<file path="src/rtl/btfp_pkg.sv">
// Shared types, character codes and constants of the bracket telemetry frame parser.
`default_nettype none

package btfp_pkg;

    localparam int MAG_W = 32;
    localparam int BYTE_W = 8;
    localparam int POS_W = 2;
    localparam int FRACTION_DIGITS_DEF = 3;

    // Largest magnitude kept while scanning; a negative reading may reach it.
    localparam logic [MAG_W-1:0] MAG_LIMIT = 32'h8000_0000;
    localparam logic [MAG_W-1:0] POS_MAX   = 32'h7FFF_FFFF;

    localparam logic [BYTE_W-1:0] CH_OPEN  = 8'h3C;  // <
    localparam logic [BYTE_W-1:0] CH_CLOSE = 8'h3E;  // >
    localparam logic [BYTE_W-1:0] CH_S     = 8'h73;  // s
    localparam logic [BYTE_W-1:0] CH_V     = 8'h76;  // v
    localparam logic [BYTE_W-1:0] CH_ONE   = 8'h31;
    localparam logic [BYTE_W-1:0] CH_TWO   = 8'h32;
    localparam logic [BYTE_W-1:0] CH_ZERO  = 8'h30;
    localparam logic [BYTE_W-1:0] CH_NINE  = 8'h39;
    localparam logic [BYTE_W-1:0] CH_PLUS  = 8'h2B;
    localparam logic [BYTE_W-1:0] CH_MINUS = 8'h2D;
    localparam logic [BYTE_W-1:0] CH_POINT = 8'h2E;
    localparam logic [BYTE_W-1:0] CH_SPACE = 8'h20;
    localparam logic [BYTE_W-1:0] CH_TAB   = 8'h09;
    localparam logic [BYTE_W-1:0] CH_CR    = 8'h0D;

    // Body position where the number starts.
    localparam logic [POS_W-1:0] POS_VOLT_START   = 2'd2;
    localparam logic [POS_W-1:0] POS_SENSOR_START = 2'd3;

    localparam logic [1:0] CHAN_S1   = 2'd0;
    localparam logic [1:0] CHAN_S2   = 2'd1;
    localparam logic [1:0] CHAN_VOLT = 2'd2;

    typedef enum logic [1:0] {
        KIND_NONE = 2'd0,
        KIND_S1   = 2'd1,
        KIND_S2   = 2'd2,
        KIND_VOLT = 2'd3
    } t_kind;

    typedef enum logic [3:0] {
        PH_LEAD = 4'b0001,
        PH_INT  = 4'b0010,
        PH_FRAC = 4'b0100,
        PH_DONE = 4'b1000
    } t_phase;

    // Snapshot of a frame at its closing bracket.
    typedef struct packed {
        logic             hit;
        t_kind            kind;
        logic             neg;
        logic [MAG_W-1:0] mag;
        logic             ovf;
    } t_frame_end;

    function automatic logic [31:0] pow10(input int n);
        logic [31:0] p;
        case (n)
            0:       p = 32'd1;
            1:       p = 32'd10;
            2:       p = 32'd100;
            3:       p = 32'd1000;
            4:       p = 32'd10000;
            5:       p = 32'd100000;
            6:       p = 32'd1000000;
            default: p = 32'd1;
        endcase
        return p;
    endfunction

endpackage

`default_nettype wire

</file>
<file path="src/rtl/btfp_scan.sv">
// Frame tracker and number scanner: one received byte per beat.
`default_nettype none

module btfp_scan #(
    parameter int FRACTION_DIGITS = btfp_pkg::FRACTION_DIGITS_DEF,
    parameter int FC_W = (FRACTION_DIGITS > 0) ? $clog2(FRACTION_DIGITS + 1) : 1
) (
    input  wire logic                         i_clk,
    input  wire logic                         i_rst_n,
    input  wire logic                         i_accept,
    input  wire logic [btfp_pkg::BYTE_W-1:0]  i_byte,
    output btfp_pkg::t_frame_end              o_end,
    output logic [FC_W-1:0]                   o_pad
);

    localparam int ACC_W = btfp_pkg::MAG_W + 4;

    logic                          r_inside, n_inside;
    logic [btfp_pkg::POS_W-1:0]    r_pos, n_pos;
    btfp_pkg::t_kind               r_kind, n_kind;
    btfp_pkg::t_phase              r_phase, n_phase;
    logic                          r_neg, n_neg;
    logic [FC_W-1:0]               r_fc, n_fc;
    logic [btfp_pkg::MAG_W-1:0]    r_mag, n_mag;
    logic                          r_ovf, n_ovf;

    logic                          is_digit;
    logic                          is_space;
    logic                          sensor;
    logic [btfp_pkg::POS_W-1:0]    start;
    logic [ACC_W-1:0]              acc;
    logic [btfp_pkg::MAG_W-1:0]    acc_mag;
    logic                          acc_ovf;
    logic                          take_int;

    always_comb begin
        is_digit = (i_byte >= btfp_pkg::CH_ZERO) && (i_byte <= btfp_pkg::CH_NINE);
        is_space = (i_byte == btfp_pkg::CH_SPACE) ||
                   ((i_byte >= btfp_pkg::CH_TAB) && (i_byte <= btfp_pkg::CH_CR));
        sensor   = (r_kind != btfp_pkg::KIND_VOLT);
        start    = sensor ? btfp_pkg::POS_SENSOR_START : btfp_pkg::POS_VOLT_START;

        // mag * 10 + digit, clamped at the magnitude limit
        acc = (ACC_W'(r_mag) << 3) + (ACC_W'(r_mag) << 1) + ACC_W'(i_byte[3:0]);
        if (acc > ACC_W'(btfp_pkg::MAG_LIMIT)) begin
            acc_mag = btfp_pkg::MAG_LIMIT;
            acc_ovf = 1'b1;
        end else begin
            acc_mag = acc[btfp_pkg::MAG_W-1:0];
            acc_ovf = r_ovf;
        end
    end

    always_comb begin
        n_inside = r_inside;
        n_pos    = r_pos;
        n_kind   = r_kind;
        n_phase  = r_phase;
        n_neg    = r_neg;
        n_fc     = r_fc;
        n_mag    = r_mag;
        n_ovf    = r_ovf;
        take_int = 1'b0;

        if (!r_inside || (i_byte == btfp_pkg::CH_CLOSE)) begin
            // Outside a frame, or at its end: an opening '<' or the closing '>' clears the frame state.
            if (!r_inside) begin
                n_inside = (i_byte == btfp_pkg::CH_OPEN);
            end else begin
                n_inside = 1'b0;
            end
            if (!r_inside && (i_byte != btfp_pkg::CH_OPEN)) begin
                n_inside = 1'b0;
            end else begin
                n_pos   = '0;
                n_kind  = btfp_pkg::KIND_NONE;
                n_phase = btfp_pkg::PH_LEAD;
                n_neg   = 1'b0;
                n_fc    = '0;
                n_mag   = '0;
                n_ovf   = 1'b0;
            end
        end else if (r_pos == '0) begin
            n_kind = (i_byte == btfp_pkg::CH_S) ? btfp_pkg::KIND_S1 :
                     (i_byte == btfp_pkg::CH_V) ? btfp_pkg::KIND_VOLT : btfp_pkg::KIND_NONE;
            n_pos  = btfp_pkg::POS_W'(1);
        end else if (r_kind == btfp_pkg::KIND_NONE) begin
            n_pos = r_pos;
        end else if ((r_pos == btfp_pkg::POS_W'(1)) && (r_kind == btfp_pkg::KIND_S1)) begin
            n_kind = (i_byte == btfp_pkg::CH_ONE) ? btfp_pkg::KIND_S1 :
                     (i_byte == btfp_pkg::CH_TWO) ? btfp_pkg::KIND_S2 : btfp_pkg::KIND_NONE;
            n_pos  = btfp_pkg::POS_W'(2);
        end else if (r_pos < start) begin
            n_pos = r_pos + btfp_pkg::POS_W'(1);
        end else begin
            unique case (r_phase)
                btfp_pkg::PH_LEAD: begin
                    if (is_space) begin
                        n_phase = r_phase;
                    end else if ((i_byte == btfp_pkg::CH_PLUS) ||
                                 (i_byte == btfp_pkg::CH_MINUS)) begin
                        n_neg   = (i_byte == btfp_pkg::CH_MINUS);
                        n_phase = btfp_pkg::PH_INT;
                    end else begin
                        take_int = 1'b1;
                    end
                end
                btfp_pkg::PH_INT: begin
                    take_int = 1'b1;
                end
                btfp_pkg::PH_FRAC: begin
                    if (is_digit) begin
                        if (r_fc < FC_W'(FRACTION_DIGITS)) begin
                            n_mag = acc_mag;
                            n_ovf = acc_ovf;
                            n_fc  = r_fc + FC_W'(1);
                        end
                    end else begin
                        n_phase = btfp_pkg::PH_DONE;
                    end
                end
                btfp_pkg::PH_DONE: begin
                    n_phase = r_phase;
                end
                default: begin
                    n_phase = btfp_pkg::PH_DONE;
                end
            endcase
            if (take_int) begin
                if (is_digit) begin
                    n_mag   = acc_mag;
                    n_ovf   = acc_ovf;
                    n_phase = btfp_pkg::PH_INT;
                end else if (sensor && (i_byte == btfp_pkg::CH_POINT)) begin
                    n_phase = btfp_pkg::PH_FRAC;
                end else begin
                    n_phase = btfp_pkg::PH_DONE;
                end
            end
        end
    end

    // A lone 's' keeps the provisional sensor-one kind at position one: no result.
    always_comb begin
        o_end.hit  = r_inside && (i_byte == btfp_pkg::CH_CLOSE) &&
                     (r_kind != btfp_pkg::KIND_NONE) &&
                     !(sensor && (r_pos < btfp_pkg::POS_W'(2)));
        o_end.kind = r_kind;
        o_end.neg  = r_neg;
        o_end.mag  = r_mag;
        o_end.ovf  = r_ovf;
        o_pad      = sensor ? (FC_W'(FRACTION_DIGITS) - r_fc) : '0;
    end

    always_ff @(posedge i_clk) begin
        if (!i_rst_n) begin
            r_inside <= 1'b0;
            r_pos    <= '0;
            r_kind   <= btfp_pkg::KIND_NONE;
            r_phase  <= btfp_pkg::PH_LEAD;
            r_neg    <= 1'b0;
            r_fc     <= '0;
            r_mag    <= '0;
            r_ovf    <= 1'b0;
        end else if (i_accept) begin
            r_inside <= n_inside;
            r_pos    <= n_pos;
            r_kind   <= n_kind;
            r_phase  <= n_phase;
            r_neg    <= n_neg;
            r_fc     <= n_fc;
            r_mag    <= n_mag;
            r_ovf    <= n_ovf;
        end
    end

endmodule

`default_nettype wire

</file>
<file path="src/rtl/btfp_finish.sv">
// Fraction padding, 32-bit saturation and the result register.
`default_nettype none

module btfp_finish #(
    parameter int FRACTION_DIGITS = btfp_pkg::FRACTION_DIGITS_DEF,
    parameter int FC_W = (FRACTION_DIGITS > 0) ? $clog2(FRACTION_DIGITS + 1) : 1
) (
    input  wire logic                  i_clk,
    input  wire logic                  i_rst_n,
    input  wire logic                  i_load,
    input  wire logic                  i_drain,
    input  btfp_pkg::t_frame_end       i_end,
    input  wire logic [FC_W-1:0]       i_pad,
    output logic                       o_valid,
    output logic [1:0]                 o_channel,
    output logic signed [31:0]         o_reading,
    output logic                       o_clipped
);

    localparam int SCALE_W = $clog2(btfp_pkg::pow10(FRACTION_DIGITS) + 1);
    localparam int P_W     = btfp_pkg::MAG_W + SCALE_W;

    logic [SCALE_W-1:0]          scale;
    logic [P_W-1:0]              prod;
    logic [btfp_pkg::MAG_W-1:0]  mag_s;
    logic                        clip;
    logic [1:0]                  chan;

    logic                        r_valid;
    logic [1:0]                  r_channel;
    logic signed [31:0]          r_reading;
    logic                        r_clipped;

    always_comb begin
        // Padding missing fraction digits with zeros is one scale by 10^pad.
        scale = SCALE_W'(btfp_pkg::pow10(int'(i_pad)));
        prod  = P_W'(i_end.mag) * P_W'(scale);
        clip  = i_end.ovf;
        if (prod > P_W'(btfp_pkg::MAG_LIMIT)) begin
            mag_s = btfp_pkg::MAG_LIMIT;
            clip  = 1'b1;
        end else begin
            mag_s = prod[btfp_pkg::MAG_W-1:0];
        end
        if (!i_end.neg && (mag_s > btfp_pkg::POS_MAX)) begin
            mag_s = btfp_pkg::POS_MAX;
            clip  = 1'b1;
        end
        unique case (i_end.kind)
            btfp_pkg::KIND_S1:   chan = btfp_pkg::CHAN_S1;
            btfp_pkg::KIND_S2:   chan = btfp_pkg::CHAN_S2;
            btfp_pkg::KIND_VOLT: chan = btfp_pkg::CHAN_VOLT;
            default:             chan = btfp_pkg::CHAN_S1;
        endcase
    end

    always_ff @(posedge i_clk) begin
        if (!i_rst_n) begin
            r_valid <= 1'b0;
        end else if (i_load) begin
            r_valid <= i_end.hit;
        end else if (i_drain) begin
            r_valid <= 1'b0;
        end
    end

    always_ff @(posedge i_clk) begin
        if (i_load && i_end.hit) begin
            r_channel <= chan;
            r_reading <= i_end.neg ? $signed(-mag_s) : $signed(mag_s);
            r_clipped <= clip;
        end
    end

    assign o_valid   = r_valid;
    assign o_channel = r_channel;
    assign o_reading = r_reading;
    assign o_clipped = r_clipped;

endmodule

`default_nettype wire

</file>
<file path="src/rtl/bracket_telemetry_frame_parser.sv">
// Bracket telemetry frame parser: one received byte per beat in, decoded
// readings out. Frames <s1_N>, <s2_N> and <v_N> each give one result at the
// closing '>' (sensor readings in units of 10^-FRACTION_DIGITS, voltage as a
// plain integer, saturated to 32 bits with o_clipped set); other bytes give
// nothing. A byte is taken every cycle while o_in_stall is low; the result of
// a closing '>' appears on the output register the cycle after that byte is
// accepted. The single output register sets the throughput under back-pressure:
// o_in_stall follows i_out_stall combinationally while a result is held.
`default_nettype none

module bracket_telemetry_frame_parser #(
    parameter int FRACTION_DIGITS = btfp_pkg::FRACTION_DIGITS_DEF
) (
    input  wire logic                         i_clk,
    input  wire logic                         i_rst_n,
    input  wire logic                         i_in_valid,
    output logic                              o_in_stall,
    input  wire logic [btfp_pkg::BYTE_W-1:0]  i_rx_byte,
    output logic                              o_out_valid,
    input  wire logic                         i_out_stall,
    output logic [1:0]                        o_channel,
    output logic signed [31:0]                o_reading,
    output logic                              o_clipped
);

    localparam int FC_W = (FRACTION_DIGITS > 0) ? $clog2(FRACTION_DIGITS + 1) : 1;

    logic                  accept;
    btfp_pkg::t_frame_end  frame_end;
    logic [FC_W-1:0]       pad;

    assign o_in_stall = o_out_valid && i_out_stall;
    assign accept     = i_in_valid && !o_in_stall;

    btfp_scan #(
        .FRACTION_DIGITS (FRACTION_DIGITS),
        .FC_W            (FC_W)
    ) u_scan (
        .i_clk    (i_clk),
        .i_rst_n  (i_rst_n),
        .i_accept (accept),
        .i_byte   (i_rx_byte),
        .o_end    (frame_end),
        .o_pad    (pad)
    );

    btfp_finish #(
        .FRACTION_DIGITS (FRACTION_DIGITS),
        .FC_W            (FC_W)
    ) u_finish (
        .i_clk     (i_clk),
        .i_rst_n   (i_rst_n),
        .i_load    (accept),
        .i_drain   (!i_out_stall),
        .i_end     (frame_end),
        .i_pad     (pad),
        .o_valid   (o_out_valid),
        .o_channel (o_channel),
        .o_reading (o_reading),
        .o_clipped (o_clipped)
    );

endmodule

`default_nettype wire
</file>
<file path="config.mk">
export PLATFORM = sky130hd
export DESIGN_NAME = bracket_telemetry_frame_parser
export DESIGN_NICKNAME = d
export VERILOG_FILES = /design/src/rtl/btfp_pkg.sv /design/src/rtl/btfp_scan.sv /design/src/rtl/btfp_finish.sv /design/src/rtl/bracket_telemetry_frame_parser.sv
export SDC_FILE = /design/constraint.sdc
export NUM_CORES = 1
export LEC_CHECK = 0
export BUFFER_PORTS_ARGS = -buffer_cell sky130_fd_sc_hd__buf_2
export CAP_MARGIN = 40
export CORE_UTILIZATION = 67
export CTS_CLUSTER_SIZE = 20
export DETAILED_ROUTE_END_ITERATION = 10
export PLACE_DENSITY = 0.95
export SLEW_MARGIN = 20
export SYNTH_ARGS = -nofsm -noshare
export SYNTH_HDL_FRONTEND = slang
export SYNTH_HIERARCHICAL = 1
export SYNTH_SLANG_ARGS = --single-unit
</file>
<file path="constraint.sdc">
create_clock -name i_clk -period 21.4 [get_ports i_clk]
set_clock_uncertainty 0.15 [all_clocks]
set_input_delay 1.07 -clock i_clk [delete_from_list [all_inputs] [get_ports i_clk]]
set_output_delay 1.07 -clock i_clk [all_outputs]
set_load 0.1 [all_outputs]
</file>
**Word level (Yosys, flattened, before mapping)**

Cells that the tools add are included.
W data, S select, Z words.

- Add/sub/neg operators: 6
- $mul: 1
- Order comparisons: 10
- Eq/ne operators: 35
- Muxes and demuxes: 86
- Reduce and logical (&&, ||, !) cells: 40

Operators by type and width:

| kind | number |
|---|---|
| $mux W32 | 15 |
| $eq A8 B6 Y1 const B | 8 |
| $mux W4 | 12 |
| $mux W2 | 23 |
| $gt A42 B32 Y1 const B | 1 |
| $mul A32 B10 Y42 | 1 |
| $pmux W10 S4 | 1 |
| $add A35 B33 Y36 | 1 |
| $add A36 B4 Y36 | 1 |
| $gt A36 B32 Y1 const B | 1 |
| $gt A32 B31 Y1 const B | 1 |
| $mux W1 | 32 |
| $neg A32 Y32 | 1 |
| $reduce_and A9 Y1 | 2 |
| $eq A8 B7 Y1 const B | 2 |
| $logic_and A1 B1 Y1 | 13 |
| $pmux W4 S3 | 1 |
| $reduce_bool A2 Y1 | 6 |
| $ne A2 B1 Y1 const B | 5 |
| $reduce_and A10 Y1 | 1 |
| $eq A2 B2 Y1 const B | 4 |
| $ge A8 B4 Y1 const B | 1 |
| $ge A8 B6 Y1 const B | 1 |
| $le A8 B4 Y1 const B | 1 |
| 26 further kinds | 43 |

- Bits in registers: 81
- Input port bits: 12

**Longest topological paths before layout**

- Depth after elaboration: 16
- Depth in mapped cells: 37

**Cells and area by module**

The synthesis kept the hierarchy.

By module, submodules not included:

| module | instances | cells an instance | area each (um^2) |
|---|---|---|---|
| btfp_finish | 1 | 1,493 | 12,513.3 |
| btfp_scan | 1 | 604 | 4,713.3 |
| bracket_telemetry_frame_parser | 1 | 3 | 17.5 |

**Worst setup path after synthesis**

Ideal clock, no wire load.

- Kind: reg2reg
- Start: register u_scan.r_kind[1]
- End: register u_finish.r_reading[18], in the netlist u_finish/o_reading[18], data pin
- Arrival time: 8.465 ns
- Setup slack: 12.520 ns
- Cell stages (with the launch flop): 35
- Buffers on the path: 6
- Clock period less this slack: 8.880 ns
- Cell sequence: dfxtp_1 -> clkbuf_1 -> a21oi_1 -> clkbuf_1 -> clkbuf_1 -> clkbuf_1 -> nand2_1 -> fa_1 -> inv_1 -> fa_1 -> inv_1 -> fa_1 -> inv_1 -> fa_1 -> inv_1 -> fa_1 -> inv_1 -> ha_1 -> a21oi_1 -> o21ai_0 -> a21oi_2 -> mux2_2 -> a211o_1 -> nor3b_2 -> and3b_1 -> a41o_2 -> and2_4 -> buf_6 -> buf_2 -> a21oi_1 -> ha_1 -> clkinv_1 -> o21ai_0 -> a311oi_1 -> or3_1

- Cells in the longest elaborated chain, start to end: 12
- Elaborated cells on any way between the ends: 15
- Classes of those cells: 1 x add/sub; 1 x mul; 2 x order compare; 4 x eq/ne; 5 x mux; 2 x reduce/logical

Ends and longest elaborated chain:

| item | RTL line | RTL |
|---|---|---|
| from (decl) | btfp_scan.sv:20 | `btfp_pkg::t_kind r_kind, n_kind;` |
| from (signal assigned) | btfp_scan.sv:159 | `r_kind <= btfp_pkg::KIND_NONE;` |
| from (signal assigned) | btfp_scan.sv:168 | `r_kind <= n_kind;` |
| $ne A2 B2 Y1 * | btfp_scan.sv:40 | `sensor = (r_kind != btfp_pkg::KIND_VOLT);` |
| $mux W2 * | btfp_scan.sv:152 | `o_pad = sensor ? (FC_W'(FRACTION_DIGITS) - r_fc) : '0;` |
| named net pad[0] | bracket_telemetry_frame_parser.sv:30 | `logic [FC_W-1:0] pad;` |
| $eq A2 B2 Y1 (tied with other cells) | btfp_pkg.sv:63 | `case (n)` |
| $pmux W10 S4 * | btfp_pkg.sv:63 |  |
| $mul A32 B10 Y42 * | btfp_finish.sv:37 | `prod = P_W'(i_end.mag) * P_W'(scale);` |
| $gt A42 B32 Y1 | btfp_finish.sv:39 | `if (prod > P_W'(btfp_pkg::MAG_LIMIT)) begin` |
| $mux W32 * | btfp_finish.sv:39 |  |
| $gt A32 B31 Y1 | btfp_finish.sv:45 | `if (!i_end.neg && (mag_s > btfp_pkg::POS_MAX)) begin` |
| $logic_and A1 B1 Y1 | btfp_finish.sv:45 |  |
| $mux W32 * | btfp_finish.sv:45 |  |
| $neg A32 Y32 | btfp_finish.sv:70 | `r_reading <= i_end.neg ? $signed(-mag_s) : $signed(mag_s);` |
| $mux W32 * | btfp_finish.sv:70 |  |
| to (signal assigned) | btfp_finish.sv:70 |  |
| to (decl) | btfp_finish.sv:31 | `logic signed [31:0] r_reading;` |

Mark *: on every way through the listed nets, which the timed path passes. The rest lies on a longest branch. The select of a mux whose other input is x is not followed.
A chain may end at the register's enable or synchronous reset.

**Worst setup path after layout**

Ends and elaborated chain as after synthesis.

==> flow_summary.json <==
{
  "critical_path_required_ns": 21.35,
  "htree_levels": 3,
  "cp_slowest_cell": "nor4_4",
  "final_common_cell": "nand2_1",
  "hold_viol": 0,
  "maxCapViolCount": 0,
  "worstSetupStartpointType": "flip-flop",
  "yosys.area.top_type_share_pct": 22.2,
  "min_period_ns": 11.14,
  "yosys-top-cells-area": "fa_1 22%, ha_1 13%, edfxtp_1 6.1%, nand2_1 6.1%, inv_1 5.7%",
  "path_buf_inv": 6,
  "clockBufferDepth": 2,
  "path_delay_family": "adder cells",
  "drive_gt1_share_pct": 6.91,
  "fin_crit_sh_pct": 52.0,
  "cts_resized": 0,
  "tightest_slew_ns": 0.804,
  "timing_worst_setup_path_type": "reg2reg",
  "cts_tree": "done",
  "finalNetCount": 2445,
  "async_flop_share_pct": 0,
  "place.gp.congestion": 0.984,
  "routedWlPerCell_um": 19.4,
  "critPathMaxStageDelay_ns": 0.74,
  "grt.total_usage_pct": 36.0,
  "synth-xor-area-share_pct": 4.52,
  "die_h_um": 162,
  "first_iter_violations": 1654,
  "synth_flop_cell": "dfxtp_1",
  "finalSetupViolCount": 0,
  "first_pass_iters": 6,
  "clk_latency_ns": 0.36,
  "synth-adder-area-share_pct": 35.7,
  "end_kind": "flip-flop",
  "io_pins": 49,
  "slew_violations": 0,
  "drc": 0,
  "synth-simple-area-share_pct": 20.5,
  "synth_cell_types": 107,
  "outcome": "finished clean",
  "syn_area_mm2": 0.0172,
  "grt_max_degree": 69,
  "synth_largest_area_cell": "fa_1",
  "yosys-mux-area-fraction_pct": 0.827,
  "final_cell_mix": "278 x nand2_1, 264 x inv_1, 191 x fa_1",
  "initial_utilization_pct": 68.5,
  "synthToLayoutAreaGrowth_pct": 3.57,
  "synth-compound-area-share_pct": 18.3,
  "path_depth": 29,
  "path_max_fanout": 68,
  "cp.arrival_ns": 11.09,
  "core-area_mm2": 0.0252,
  "first_global_vias": 15700,
  "grt_overflow_total": 0,
  "postSynthCellCount": 2100,
  "via_per_inst": 6.59,
  "antenna_cells": 0,
  "die-area_mm2": 0.0264,
  "rsz0062_at_grt": "no",
  "leakage_nw": 9.01,
  "numCtsBuffers": 9,
  "clk_pin_slew_ns": 0.08,
  "min_path_type": "reg2reg",
  "synth_edf_count": 35,
  "grt_pass1_wl_mm": 76.6,
  "max_clock_freq_mhz": 89.8,
  "power.density_mw_per_mm2": 19.7,
  "hold_path_depth": 2,
  "cts.sinks": 81,
  "final_util_pct": 70.9,
  "totalWireLength_mm": 46.6,
  "die_w_um": 162,
  "portBuffers": 48,
  "root_buffer": "clkbuf_16",
  "vias": 15800,
  "peakVddDrop_v": 0.0000273,
  "reg2regPathDepth": 29,
  "synth_top_family_by_area": "adder cells",
  "hpwl_mm": 36.9,
  "synth-seq-cells": 81,
  "synth_fp_nets": 2482,
  "avgSynthCellArea_um2": 8.21,
  "antenna_found_initial": 1,
  "ys_seq_area_share_pct": 11.4,
  "yosysWarnings": 6,
  "fillCellCount": 1830,
  "core.rowCount": 58,
  "post-cts-setup-buffers": 0,
  "crit_top_cell": "fa_1",
  "relSlewSlack_pct": 46.4,
  "postRouteAntennaNets": 0,
  "ctsHoldBuffers": 0,
  "fin_tns_setup_ns": 0
}
[layer usage]
| metal | wire [µm] | GRT usage, % |
|---|---|---|
| met4 | 2180 | 18.2 |
| met2 | 22500 | 61.5 |
| met5 | 0 | 0 |
| met1 | 18600 | 44.6 |
| met3 | 3320 | 4.71 |
[cell usage after synthesis, drive strengths merged (35+ instances only)]
| cell type | instances |
|---|---|
| edfxtp | 35 |
| nand2 | 280 |
| ha | 179 |
| dfxtp | 46 |
| fa | 191 |
| xor2 | 48 |
| xnor2 | 41 |
| nor2 | 109 |
| nor3 | 38 |
| nand3 | 43 |
| and2 | 62 |
| o21ai | 94 |
| clkbuf | 74 |
| a21oi | 126 |
| inv | 264 |
[layout make-up]
| cell class | count | area [µm²] | share of cell area, % |
|---|---|---|---|
| Multi-Input combinational cell | 1647 | 13800 | 77.3 |
| Sequential cell | 81 | 1970 | 11.0 |
| Inverter | 265 | 995 | 5.57 |
| Tap cell | 330 | 413 | 2.31 |
| Timing Repair Buffer | 59 | 330 | 1.85 |
| Clock buffer | 10 | 250 | 1.40 |
| Clock inverter | 6 | 103 | 0.574 |
[worst register-to-register path: cells and delay by family, from the launching register on]
kind            cells  cell delay [ns]
simple gates        8             2.79
compound gates      8             2.26
flops               1             0.42
buf+inv             6             1.48
fa+ha+maj           7             3.78
[final timing paths]
path | to | startpoint | slack, ns
worst max-delay path | u_finish/o_reading[18]$_DFFE_PP_ | u_scan/r_kind[1]$_SDFFE_PN0P_ | 10.26
worst min-delay path | u_scan/r_phase[0]$_SDFFE_PN1P_ | u_scan/r_phase[0]$_SDFFE_PN1P_ | 0.38
worst max register to register | u_finish/o_reading[18]$_DFFE_PP_ | u_scan/r_kind[1]$_SDFFE_PN0P_ | 10.26
worst min register to register | u_scan/r_phase[0]$_SDFFE_PN1P_ | u_scan/r_phase[0]$_SDFFE_PN1P_ | 0.38
[flip-flops by register name (all words and copies together) (netlist names)]
signal,flops
u_finish/o_reading,32
u_finish/o_valid,1
u_scan/r_phase,4
u_scan/r_neg,1
u_scan/r_kind,2
u_scan/r_fc,2
u_finish/o_clipped,1
u_finish/o_channel,2
u_scan/r_ovf,1
u_scan/r_pos,2
u_scan/r_inside,1
u_scan/r_mag,32
[through the flow]
step           hold WS (ns)  power, mW  setup WS, ns  cell area (µm²)  cells
2_1_floorplan         0.306      0.168         12.52            17200   2100
6_report              0.381      0.351         10.26            17900   2398
3_5_place_dp          0.370      0.171         10.51            17500   2382
5_1_grt               0.422      0.358          9.72            17900   2398
4_1_cts               0.381      0.353         10.50            17900   2398
3_3_place_gp          0.358      0.170         10.99            17500   2379
[cell families (layout without fill, tap and decap cells)]
| logic type | Yosys count | after routing |
|---|---|---|
| AO/OA/AOI/OAI | 457 | 457 |
| XOR/XNOR | 89 | 89 |
| adder cells (fa/ha/maj) | 380 | 380 |
| buffers and inverters | 372 | 340 |
| flip-flops | 81 | 81 |
| multiplexers | 14 | 14 |
| AND/OR/NAND/NOR | 707 | 707 |
[report_power, final]
| part | internal, mW | switching [mW] | total, mW | leakage, nW |
|---|---|---|---|---|
| Clock | 0.112 | 0.0723 | 0.184 | 0.172 |
| Sequential | 0.160 | 0.0000371 | 0.160 | 0.631 |
| Combinational | 0.00253 | 0.00499 | 0.00752 | 8.21 |
| Total | 0.274 | 0.0773 | 0.351 | 9.01 |
(Power assumes the default switching activity.)
